--- src/rtl/crd_pkg.sv ---
`default_nettype none
// ----------------------------------------------------------------------------
// crd_pkg
// shared widths, reset values, register indexes, port codes and select config for the circulant router
// ----------------------------------------------------------------------------
package crd_pkg;

   localparam int NodeWidth   = 10;
   localparam int RegWidth    = 11;
   localparam int OffsetWidth = 13;
   localparam int CsrIdxWidth = 2;
   localparam int DivSteps    = 2;

   localparam logic [RegWidth-1:0] MaxNodes = 11'd1024;

   localparam logic [RegWidth-1:0] NodeCountReset     = 11'd16;
   localparam logic [RegWidth-1:0] GeneratorAReset    = 11'd4;
   localparam logic [RegWidth-1:0] GeneratorBReset    = 11'd4;
   localparam logic [RegWidth-1:0] DiameterBoundReset = 11'd2;

   typedef enum logic [CsrIdxWidth-1:0] {
      CsrNodeCount     = 2'd0,
      CsrGeneratorA    = 2'd1,
      CsrGeneratorB    = 2'd2,
      CsrDiameterBound = 2'd3
   } csr_index_type;

   typedef enum logic [2:0] {
      PortNorth = 3'd0,
      PortEast  = 3'd1,
      PortSouth = 3'd2,
      PortWest  = 3'd3,
      PortLocal = 3'd4
   } port_type;

   typedef struct packed {
      logic [RegWidth-1:0] gen_a;
      logic [RegWidth-1:0] gen_b;
      logic [RegWidth-1:0] bound;
   } sel_cfg_type;

endpackage

`default_nettype wire

--- src/rtl/crd_divider.sv ---
`default_nettype none
// ----------------------------------------------------------------------------
// crd_divider
// pipelined restoring divider, Steps quotient bits per stage
// ----------------------------------------------------------------------------
module crd_divider #(
   parameter int Width     = crd_pkg::NodeWidth,
   parameter int DivWidth  = crd_pkg::RegWidth,
   parameter int Steps     = crd_pkg::DivSteps,
   parameter int SideWidth = 1
) (
   input  wire logic                 clock,
   input  wire logic                 reset,
   input  wire logic                 in_valid,
   output      logic                 in_ready,
   input  wire logic [Width-1:0]     in_dividend,
   input  wire logic [SideWidth-1:0] in_side,
   input  wire logic [DivWidth-1:0]  divisor,
   output      logic                 out_valid,
   input  wire logic                 out_ready,
   output      logic [Width-1:0]     out_quotient,
   output      logic [DivWidth-1:0]  out_remainder,
   output      logic [SideWidth-1:0] out_side
);

   localparam int Stages = Width / Steps;

   logic [Stages-1:0]    vld_ff;
   logic [DivWidth-1:0]  rem_ff  [Stages];
   logic [Width-1:0]     quo_ff  [Stages];
   logic [SideWidth-1:0] side_ff [Stages];
   logic [Stages:0]      rdy;

   assign rdy[Stages] = out_ready;
   assign in_ready    = rdy[0];

   for (genvar s = 0; s < Stages; s++) begin : g_stage
      logic                 src_vld;
      logic [DivWidth-1:0]  src_rem;
      logic [Width-1:0]     src_quo;
      logic [SideWidth-1:0] src_side;
      logic [DivWidth-1:0]  rem_in;
      logic [Width-1:0]     quo_in;

      if (s == 0) begin : g_first
         assign src_vld  = in_valid;
         assign src_rem  = '0;
         assign src_quo  = in_dividend;
         assign src_side = in_side;
      end else begin : g_next
         assign src_vld  = vld_ff[s-1];
         assign src_rem  = rem_ff[s-1];
         assign src_quo  = quo_ff[s-1];
         assign src_side = side_ff[s-1];
      end

      always_comb begin
         logic [DivWidth:0]   t;
         logic [DivWidth-1:0] r;
         logic [Width-1:0]    q;
         r = src_rem;
         q = src_quo;
         for (int k = 0; k < Steps; k++) begin
            t = {r, q[Width-1]};
            q = {q[Width-2:0], 1'b0};
            if (t >= {1'b0, divisor}) begin
               t    = t - {1'b0, divisor};
               q[0] = 1'b1;
            end
            r = t[DivWidth-1:0];
         end
         rem_in = r;
         quo_in = q;
      end

      assign rdy[s] = !vld_ff[s] || rdy[s+1];

      always_ff @(posedge clock) begin
         if (reset) begin
            vld_ff[s] <= 1'b0;
         end else if (rdy[s]) begin
            vld_ff[s] <= src_vld;
         end
      end

      always_ff @(posedge clock) begin
         if (rdy[s] && src_vld) begin
            rem_ff[s]  <= rem_in;
            quo_ff[s]  <= quo_in;
            side_ff[s] <= src_side;
         end
      end
   end

   assign out_valid     = vld_ff[Stages-1];
   assign out_quotient  = quo_ff[Stages-1];
   assign out_remainder = rem_ff[Stages-1];
   assign out_side      = side_ff[Stages-1];

endmodule

`default_nettype wire

--- src/rtl/crd_select.sv ---
`default_nettype none
// ----------------------------------------------------------------------------
// crd_select
// second coordinate, nearest zero vector choice, port and cost, three stages
// ----------------------------------------------------------------------------
module crd_select (
   input  wire logic                           clock,
   input  wire logic                           reset,
   input  wire crd_pkg::sel_cfg_type           cfg,
   input  wire logic                           in_valid,
   output      logic                           in_ready,
   input  wire logic [crd_pkg::NodeWidth-1:0]  in_quotient,
   input  wire logic [crd_pkg::NodeWidth-1:0]  in_remainder,
   output      logic                           out_valid,
   input  wire logic                           out_ready,
   output      crd_pkg::port_type              out_port,
   output      logic signed [crd_pkg::OffsetWidth-1:0] out_offset_first,
   output      logic signed [crd_pkg::OffsetWidth-1:0] out_offset_second,
   output      logic [crd_pkg::OffsetWidth-1:0] out_cost
);
   import crd_pkg::*;

   // stage y
   logic                  y_vld_ff;
   logic [NodeWidth-1:0]  xv_ff;
   logic [RegWidth-1:0]   yv_ff;
   logic [RegWidth-1:0]   yv_in;
   logic                  y_rdy;

   // stage p
   logic                          p_vld_ff;
   logic signed [OffsetWidth-1:0] p1_ff, p2_ff;
   logic signed [OffsetWidth-1:0] p1_in, p2_in;
   logic                          p_rdy;

   // stage o
   logic                          o_vld_ff;
   port_type                      port_ff, port_in;
   logic signed [OffsetWidth-1:0] o1_ff, o2_ff;
   logic [OffsetWidth-1:0]        cost_ff, cost_in;
   logic                          o_rdy;

   assign o_rdy    = !o_vld_ff || out_ready;
   assign p_rdy    = !p_vld_ff || o_rdy;
   assign y_rdy    = !y_vld_ff || p_rdy;
   assign in_ready = y_rdy;

   // yv = (b odd ? q/2 : 0) + (q odd ? ceil(b/2) : 0)
   always_comb begin
      logic [RegWidth-1:0] odd_part;
      logic [RegWidth-1:0] half_part;
      logic [RegWidth-1:0] hb;
      hb        = {1'b0, cfg.gen_b[RegWidth-1:1]} + RegWidth'(cfg.gen_b[0]);
      odd_part  = cfg.gen_b[0] ? {2'b0, in_quotient[NodeWidth-1:1]} : '0;
      half_part = in_quotient[0] ? hb : '0;
      yv_in     = odd_part + half_part;
   end

   always_comb begin
      logic [RegWidth:0]      hb;
      logic [RegWidth:0]      sum_xy;
      logic [RegWidth+1:0]    lhs, rhs;
      logic                   case_one, case_two, low_y;
      logic signed [OffsetWidth-1:0] xs, ys;
      hb       = ({1'b0, cfg.gen_b} + 12'd1) >> 1;
      low_y    = {1'b0, yv_ff} < hb;
      sum_xy   = {2'b0, xv_ff} + {1'b0, yv_ff};
      case_one = low_y && (sum_xy <= {1'b0, cfg.bound});
      lhs      = {2'b0, yv_ff} + {2'b0, cfg.bound};
      rhs      = {2'b0, cfg.gen_b} + {3'b0, xv_ff};
      case_two = !low_y && (lhs >= rhs);
      xs       = $signed({3'b0, xv_ff});
      ys       = $signed({2'b0, yv_ff});
      if (case_one) begin
         p1_in = xs;
         p2_in = ys;
      end else if (case_two) begin
         p1_in = xs;
         p2_in = ys - $signed({2'b0, cfg.gen_b});
      end else begin
         p1_in = xs - $signed({2'b0, cfg.gen_a});
         p2_in = ys - $signed({3'b0, cfg.gen_b[RegWidth-1:1]});
      end
   end

   always_comb begin
      logic [OffsetWidth-1:0] a1, a2;
      a1 = p1_ff[OffsetWidth-1] ? -p1_ff : p1_ff;
      a2 = p2_ff[OffsetWidth-1] ? -p2_ff : p2_ff;
      cost_in = a1 + a2;
      if (p1_ff > 0) begin
         port_in = PortSouth;
      end else if (p1_ff < 0) begin
         port_in = PortNorth;
      end else if (p2_ff > 0) begin
         port_in = PortEast;
      end else if (p2_ff < 0) begin
         port_in = PortWest;
      end else begin
         port_in = PortLocal;
      end
   end

   always_ff @(posedge clock) begin
      if (reset) begin
         y_vld_ff <= 1'b0;
         p_vld_ff <= 1'b0;
         o_vld_ff <= 1'b0;
      end else begin
         if (y_rdy) begin
            y_vld_ff <= in_valid;
         end
         if (p_rdy) begin
            p_vld_ff <= y_vld_ff;
         end
         if (o_rdy) begin
            o_vld_ff <= p_vld_ff;
         end
      end
   end

   always_ff @(posedge clock) begin
      if (y_rdy && in_valid) begin
         xv_ff <= in_remainder;
         yv_ff <= yv_in;
      end
      if (p_rdy && y_vld_ff) begin
         p1_ff <= p1_in;
         p2_ff <= p2_in;
      end
      if (o_rdy && p_vld_ff) begin
         port_ff <= port_in;
         o1_ff   <= p1_ff;
         o2_ff   <= p2_ff;
         cost_ff <= cost_in;
      end
   end

   assign out_valid         = o_vld_ff;
   assign out_port          = port_ff;
   assign out_offset_first  = o1_ff;
   assign out_offset_second = o2_ff;
   assign out_cost          = cost_ff;

endmodule

`default_nettype wire

--- src/rtl/circulant_route_direction_core.sv ---
`default_nettype none
// a request passes the entry register, modulo divider, v register, generator a divider and select stages
// throughput: one request per cycle while rsp_stall is low, set by the two divider pipelines
// each divider resolves two quotient bits per stage over five stages
// reset: synchronous active high; clears all valid bits and loads
// node_count 16, generator_a 4, generator_b 4, diameter_bound 2
// ----------------------------------------------------------------------------
// circulant_route_direction_core
// routing direction for a two-generator circulant network-on-chip
// ----------------------------------------------------------------------------
module circulant_route_direction_core (
   input  wire logic                                  clock,
   input  wire logic                                  reset,
   input  wire logic                                  csr_write_enable,
   input  wire logic [crd_pkg::CsrIdxWidth-1:0]       csr_index,
   input  wire logic [crd_pkg::RegWidth-1:0]          csr_write_data,
   input  wire logic                                  req_valid,
   output      logic                                  req_stall,
   input  wire logic [crd_pkg::NodeWidth-1:0]         req_current_node,
   input  wire logic [crd_pkg::NodeWidth-1:0]         req_destination_node,
   output      logic                                  rsp_valid,
   input  wire logic                                  rsp_stall,
   output      logic [2:0]                            rsp_first_port,
   output      logic signed [crd_pkg::OffsetWidth-1:0] rsp_offset_first,
   output      logic signed [crd_pkg::OffsetWidth-1:0] rsp_offset_second,
   output      logic [crd_pkg::OffsetWidth-1:0]       rsp_path_cost
);
   import crd_pkg::*;

   logic [RegWidth-1:0] node_count_ff, gen_a_ff, gen_b_ff, bound_ff;
   logic [RegWidth-1:0] n_eff, a_eff;
   sel_cfg_type         sel_cfg;

   always_ff @(posedge clock) begin
      if (reset) begin
         node_count_ff <= NodeCountReset;
         gen_a_ff      <= GeneratorAReset;
         gen_b_ff      <= GeneratorBReset;
         bound_ff      <= DiameterBoundReset;
      end else if (csr_write_enable) begin
         case (csr_index_type'(csr_index))
            CsrNodeCount:     node_count_ff <= csr_write_data;
            CsrGeneratorA:    gen_a_ff      <= csr_write_data;
            CsrGeneratorB:    gen_b_ff      <= csr_write_data;
            CsrDiameterBound: bound_ff      <= csr_write_data;
            default:          node_count_ff <= node_count_ff;
         endcase
      end
   end

   always_comb begin
      if (node_count_ff == '0) begin
         n_eff = RegWidth'(1);
      end else if (node_count_ff > MaxNodes) begin
         n_eff = MaxNodes;
      end else begin
         n_eff = node_count_ff;
      end
      a_eff = (gen_a_ff == '0) ? RegWidth'(1) : gen_a_ff;
   end

   assign sel_cfg = '{gen_a: a_eff, gen_b: gen_b_ff, bound: bound_ff};

   // entry stage: magnitude and sign of the node difference
   logic                 e_vld_ff, e_rdy;
   logic [NodeWidth-1:0] mag_ff, mag_in;
   logic                 neg_ff, neg_in;
   logic                 d1_in_ready;

   always_comb begin
      logic [NodeWidth:0] diff;
      diff   = {1'b0, req_destination_node} - {1'b0, req_current_node};
      neg_in = diff[NodeWidth];
      mag_in = neg_in ? NodeWidth'(-diff) : diff[NodeWidth-1:0];
   end

   assign e_rdy     = !e_vld_ff || d1_in_ready;
   assign req_stall = !e_rdy;

   always_ff @(posedge clock) begin
      if (reset) begin
         e_vld_ff <= 1'b0;
      end else if (e_rdy) begin
         e_vld_ff <= req_valid;
      end
   end

   always_ff @(posedge clock) begin
      if (e_rdy && req_valid) begin
         mag_ff <= mag_in;
         neg_ff <= neg_in;
      end
   end

   // modulo node count
   logic                 d1_vld, d1_neg;
   logic [RegWidth-1:0]  d1_rem;
   logic                 v_vld_ff, v_rdy;
   logic [NodeWidth-1:0] v_ff, v_in;
   logic                 d2_in_ready;

   crd_divider #(
      .Width     (NodeWidth),
      .DivWidth  (RegWidth),
      .Steps     (DivSteps),
      .SideWidth (1)
   ) u_mod_n (
      .clock         (clock),
      .reset         (reset),
      .in_valid      (e_vld_ff),
      .in_ready      (d1_in_ready),
      .in_dividend   (mag_ff),
      .in_side       (neg_ff),
      .divisor       (n_eff),
      .out_valid     (d1_vld),
      .out_ready     (v_rdy),
      .out_quotient  (),
      .out_remainder (d1_rem),
      .out_side      (d1_neg)
   );

   always_comb begin
      logic [RegWidth-1:0] wrap;
      wrap = n_eff - d1_rem;
      v_in = (d1_neg && d1_rem != '0) ? wrap[NodeWidth-1:0] : d1_rem[NodeWidth-1:0];
   end

   assign v_rdy = !v_vld_ff || d2_in_ready;

   always_ff @(posedge clock) begin
      if (reset) begin
         v_vld_ff <= 1'b0;
      end else if (v_rdy) begin
         v_vld_ff <= d1_vld;
      end
   end

   always_ff @(posedge clock) begin
      if (v_rdy && d1_vld) begin
         v_ff <= v_in;
      end
   end

   // split by generator a
   logic                 d2_vld, sel_in_ready;
   logic [NodeWidth-1:0] d2_quo;
   logic [RegWidth-1:0]  d2_rem;

   crd_divider #(
      .Width     (NodeWidth),
      .DivWidth  (RegWidth),
      .Steps     (DivSteps),
      .SideWidth (1)
   ) u_div_a (
      .clock         (clock),
      .reset         (reset),
      .in_valid      (v_vld_ff),
      .in_ready      (d2_in_ready),
      .in_dividend   (v_ff),
      .in_side       (1'b0),
      .divisor       (a_eff),
      .out_valid     (d2_vld),
      .out_ready     (sel_in_ready),
      .out_quotient  (d2_quo),
      .out_remainder (d2_rem),
      .out_side      ()
   );

   port_type sel_port;

   crd_select u_select (
      .clock             (clock),
      .reset             (reset),
      .cfg               (sel_cfg),
      .in_valid          (d2_vld),
      .in_ready          (sel_in_ready),
      .in_quotient       (d2_quo),
      .in_remainder      (d2_rem[NodeWidth-1:0]),
      .out_valid         (rsp_valid),
      .out_ready         (!rsp_stall),
      .out_port          (sel_port),
      .out_offset_first  (rsp_offset_first),
      .out_offset_second (rsp_offset_second),
      .out_cost          (rsp_path_cost)
   );

   assign rsp_first_port = sel_port;

endmodule

`default_nettype wire
--- config.mk ---
export PLATFORM = sky130hd
export DESIGN_NAME = circulant_route_direction_core
export DESIGN_NICKNAME = d
export VERILOG_FILES = /design/src/rtl/crd_pkg.sv /design/src/rtl/crd_divider.sv /design/src/rtl/crd_select.sv /design/src/rtl/circulant_route_direction_core.sv
export SDC_FILE = /design/constraint.sdc
export NUM_CORES = 1
export LEC_CHECK = 0
export ABC_AREA = 1
export BUFFER_PORTS_ARGS = -buffer_cell sky130_fd_sc_hd__buf_4
export CORE_MARGIN = 2
export CORE_UTILIZATION = 60
export CTS_BUF_LIST = sky130_fd_sc_hd__clkbuf_8
export DETAILED_ROUTE_END_ITERATION = 8
export GPL_ROUTABILITY_DRIVEN = 0
export PLACE_DENSITY = 0.83
export SYNTH_ARGS = -nofsm -noshare
export SYNTH_HDL_FRONTEND = slang
export SYNTH_HIERARCHICAL = 1
export SYNTH_SLANG_ARGS = --single-unit
--- constraint.sdc ---
create_clock -name clock -period 11.7 [get_ports clock]
set_clock_uncertainty 0.05 [all_clocks]
set_input_delay 0 -clock clock [delete_from_list [all_inputs] [get_ports clock]]
set_output_delay 0 -clock clock [all_outputs]
set_load 0.03 [all_outputs]
---- Word level (Yosys, flattened, before mapping) ----
Memory sizes are Yosys's and may differ from the RTL's. A register that Yosys moved wholly into a read port is not among the register bits.
Cells that the tools add are included.
cells by class
  add/sub/neg operators ................... 35
  $lt $le $gt $ge ......................... 28
  eq/ne operators ......................... 3
  multiplexer cells ....................... 76
  reductions and logical operators ........ 62
operators with widths
  operator                 number
  $mux W11                 25
  $ge A12 B11 Y1           18
  $sub A11 B11 Y11         18
  $mux W1                  40
  $mux W10                 4
  $mux W13                 3
  $ge A1 B11 Y1            2
  $logic_not A11 Y1        2
  $sub A1 B11 Y11          2
  $logic_and A1 B1 Y1      18
  $logic_not A1 Y1         18
  $logic_or A1 B1 Y1       15
  $add A13 B13 Y13         1
  $ge A13 B13 Y1           1
  $gt A13 B1 Y1 const B    1
  $lt A13 B1 Y1 const B    1
  $neg A12 Y13             1
  $neg A13 Y13             1
  $add A10 B11 Y12         1
  $add A11 B1 Y12 const B  1
  $add A11 B10 Y12         1
  $add A11 B11 Y12         1
  $gt A12 B1 Y1 const B    1
  $le A12 B11 Y1           1
  21 further kinds         27
storage, ports and cells
  register bits after elaboration ......... 157
  bits in writable memories ............... 215
  bits of input ports ..................... 38
  output and inout bits ................... 44
  logic and storage cells ................. 242
  memories ................................ 5
memories
  name             words  bits a word  read ports  clocked after memory_dff  write ports  line               RTL
  u_div_a.rem_ff   5      11           5           1                         5            crd_divider.sv:29  logic [DivWidth-1:0] rem_ff [Stages];
  u_mod_n.rem_ff   5      11           5           0                         5            crd_divider.sv:29
  u_div_a.quo_ff   5      10           5           0                         5            crd_divider.sv:30  logic [Width-1:0] quo_ff [Stages];
  u_mod_n.quo_ff   5      10           4           0                         5            crd_divider.sv:30
  u_mod_n.side_ff  5      1            5           0                         5            crd_divider.sv:31  logic [SideWidth-1:0] side_ff [Stages];

---- Logic depth before layout (Yosys ltp) ----
  depth after elaboration ................. 18
  mapped depth ............................ 31
  mapped depth without buffers ............ 30

---- Hierarchy ----
Netlist, hierarchy kept.
by module, submodules not included
  module                          instances  cells an instance  area an instance (µm²)  seq. area each (µm²)
  crd_divider (u_mod_n)           1          1348               10221.1                 3403.3
  crd_divider (u_div_a)           1          1317               10166.0                 3403.3
  crd_select                      1          1018               8184.1                  2612.5
  circulant_route_direction_core  1          525                3806.2                  1551.5

---- Least setup slack after synthesis ----
No wires, ideal clock.
  path kind ............................... register -> register
  from .................................... register node_count_ff[0]
  to ...................................... memory u_mod_n/rem_ff[0][26] (netlist name) (data pin)
  setup time .............................. 0.252 ns
  data arrival time ....................... 4.244 ns
  required time ........................... 11.398 ns
  slack ................................... 7.153 ns
  cell stages (with the launch flop) ...... 27
  path buffers ............................ 2
  period minus slack after synthesis ...... 4.547 ns
  path through ............................ dfxtp_1 -> nor2_1 -> nand4_1 -> nor4_1 -> nor2_1 -> inv_1 -> nand2_1 -> inv_1 -> inv_1 -> ha_1 -> nand4_1 -> nand2_1 -> nand3_4 -> nand3_4 -> buf_6 -> nand2_1 -> nand2_1 -> inv_1 -> fa_1 -> o21ai_0 -> nand2_1 -> nand3_1 -> nand2_1 -> a21boi_2 -> buf_4 -> nand3_1 -> nand2_1
RTL lines
  what                    line                                  RTL
  start, declared         circulant_route_direction_core.sv:30  logic [RegWidth-1:0] node_count_ff, gen_a_ff, gen_b_ff, bound_ff;
  start signal, assigned  circulant_route_direction_core.sv:36  node_count_ff <= NodeCountReset;
  start signal, assigned  circulant_route_direction_core.sv:42  CsrNodeCount: node_count_ff <= csr_write_data;
  start signal, assigned  circulant_route_direction_core.sv:46  default: node_count_ff <= node_count_ff;
  end, declared           crd_divider.sv:29

==> metrics <==
Final ANT Viol Nets 0; Die Ht 232 microns; met3 WL post-DR 4940 microns; hold depth 6; fin. max-slew vios 0; Tightest Hold Check Type primary input to register; Worst-path clk slew 0.06 ns; cts bufs inserted 60; setup bufs post-CTS 0; Routed WL per cell 15.6 microns; TritonCTS Sinks 349; synthesis-to-finish area growth 9.24%; nets 4690; die width 232 microns; outcome complete, no violations; worst rel slew slack 0.160; CTS Buffer Depth 3; max-cap violations 0; Lkg Pwr 16.5 nW; Final min period 6.12 ns; total grt overflow 0; floorplan row count 83; Setup crit start kind register; HPWL after DPL 58100 microns; CTS tree done; CP endpoint kind register; Vias 28.1k; root buf cell clkbuf_8; Core ar. 51400 sq um; RSZ-0062 raised after global routing no; first-pass GRT wire length 127000 microns; Finish-stage setup viols 0; Fmax achieved 163 MHz; pwr dens 125 nW/um^2; Final Hold Vio Count 0; vias in the first global route 26.5k; Reg2Reg Depth 24; H-tree levels 2; CP Class register to register; Ys Warns 6; DR iter-0 viols 2176; Ports 82; Critical Path Fanout Max 18; highest routed layer met4; Layout fillers 4210; cells after synthesis 4165; layout cells sized above 1 0.0812; Syn Area/Cell 7.51 sq um; metal1 wirelength 32600 microns; DR WL met2 37100 microns; antenna violations before repair 0; initial core utilization 0.608; Post-Syn Nets 4562; DIE AREA 53900 sq um; final core utilization 0.664; largest net degree at the start of global routing 41; drt total wl 78200 microns; Clock Latency Late Sink 0.70 ns; antenna cells 0; Via density 5.59; CP Data Arrival Time 6.50 ns; total negative setup slack 0 ns; fin area 34200 sq um; Placed Area 32300 sq um; drt drc 0; number of iterations in the first detailed-routing pass 8; crit share post-route 0.523; Netlist Area Pre-Place 31300 sq um; Crit path required time 12.08 ns; GRT Total Usage 0.289; Worst Tran Pin Value 1.26 ns; I/O Buffers 81; worst vdd ir 0.000123 V
==> sequential cells by signal, indices dropped and copies added, names as in the netlist, 12 cells and up <==
| signal | cells |
|---|---|
| u_mod_n/quo_ff | 20 |
| u_select/out_offset_second | 12 |
| u_mod_n/rem_ff | 55 |
| u_select/out_cost | 13 |
| u_select/p1_ff | 12 |
| u_select/p2_ff | 12 |
| u_div_a/rem_ff | 54 |
| u_select/out_offset_first | 12 |
| u_div_a/quo_ff | 50 |
==> cells in the final DEF (no fill, tap or decap), drive strengths merged, types with 16 or more instances in the layout <==
cell type / instances
edfxtp: 290
a21o: 21
clkinv: 21
xor2: 143
inv: 600
nor2: 377
xnor2: 70
dlygate4sd3: 46
clkbuf: 68
a21oi: 267
nand3: 228
nand4: 137
or2: 16
o21bai: 27
ha: 332
nand3b: 38
nand2: 1233
dfxtp: 59
o21ai: 145
nor3: 48
fa: 27
buf: 95
==> per-stage QoR <==
| stage | power, W | cells | hold WS [ns] | setup WS (ns) |
|---|---|---|---|---|
| after floorplan | 0.00270 | 4165 | 0.0191 | 7.16 |
| after global placement | 0.00294 | 4865 | 0.209 | 5.81 |
| after detailed placement | 0.00298 | 4865 | 0.219 | 5.60 |
| after CTS | 0.00424 | 5025 | 0.00715 | 5.60 |
| after global routing | 0.00453 | 5025 | 0.0860 | 4.81 |
| final | 0.00426 | 5025 | 0.0508 | 5.58 |
==> worst paths after layout <==
kind	from	slack (ns)	endpoint
worst min-delay path	req_destination_node[2]	0.05	mag_ff[2]$_DFFE_PP_
worst max register to register	node_count_ff[4]$_SDFFE_PP1P_	5.58	u_mod_n/rem_ff[0][11]$_DFFE_PP_
worst min register to register	mag_ff[7]$_DFFE_PP_	0.36	u_mod_n/quo_ff[0][9]$_DFFE_PP_
worst max-delay path	node_count_ff[4]$_SDFFE_PP1P_	5.58	u_mod_n/rem_ff[0][11]$_DFFE_PP_
==> where the power goes <==
group / leakage (nW) / switching [W] / internal (W) / total (W)
logic: 12.7 / 0.000965 / 0.000566 / 0.00153
registers: 3.11 / 0.0000315 / 0.00144 / 0.00148
clock network: 0.760 / 0.000553 / 0.000695 / 0.00125
total: 16.5 / 0.00155 / 0.00271 / 0.00426
==> routing by layer <==
metal	track usage	vias up
li1	-	14044
met4	0.143	0
met1	0.360	12810
met3	0.0363	250
met2	0.492	986
met5	0	-
==> what timing repair did <==
action / 4_1_cts / 5_1_grt
endpoints found under the hold margin: 120 / 0
gates resized for setup: 0 / 0
hold buffers: 46 / 0
setup endpoints to repair: 0 / 0
==> area by class of cell <==
type                    instances  area, sq um  share of cell area
multi-input cells            3157        18700               0.547
flip-flops and latches        349         9890               0.290
inverters                     584         2190              0.0643
repair buffers                141         1170              0.0344
clock buffers                  68          936              0.0274
well taps                     680          851              0.0249
clock inverters                46          410              0.0120
==> critical path, cell delays in order, from the launching register on <==
cell	delay, ns
dfxtp_1	0.31
nor2_1	0.11
nand4_1	0.10
nor4_1	0.25
nor2_1	0.22
inv_1	0.11
nand2_1	0.10
inv_1	0.52
inv_1	0.51
ha_1	0.47
nand4_1	0.08
nand2_1	0.10
nand3_2	0.16
nand3_4	0.21
nor2_1	0.06
nor2_1	0.17
ha_1	0.31
a21oi_1	0.26
nand2_1	0.09
nand2_1	0.06
nand3_1	0.10
a21oi_1	0.67
nand3_1	0.56
nand2_1	0.20
nand2_1	0.07
No activity file was read; power rests on OpenSTA's default activity.
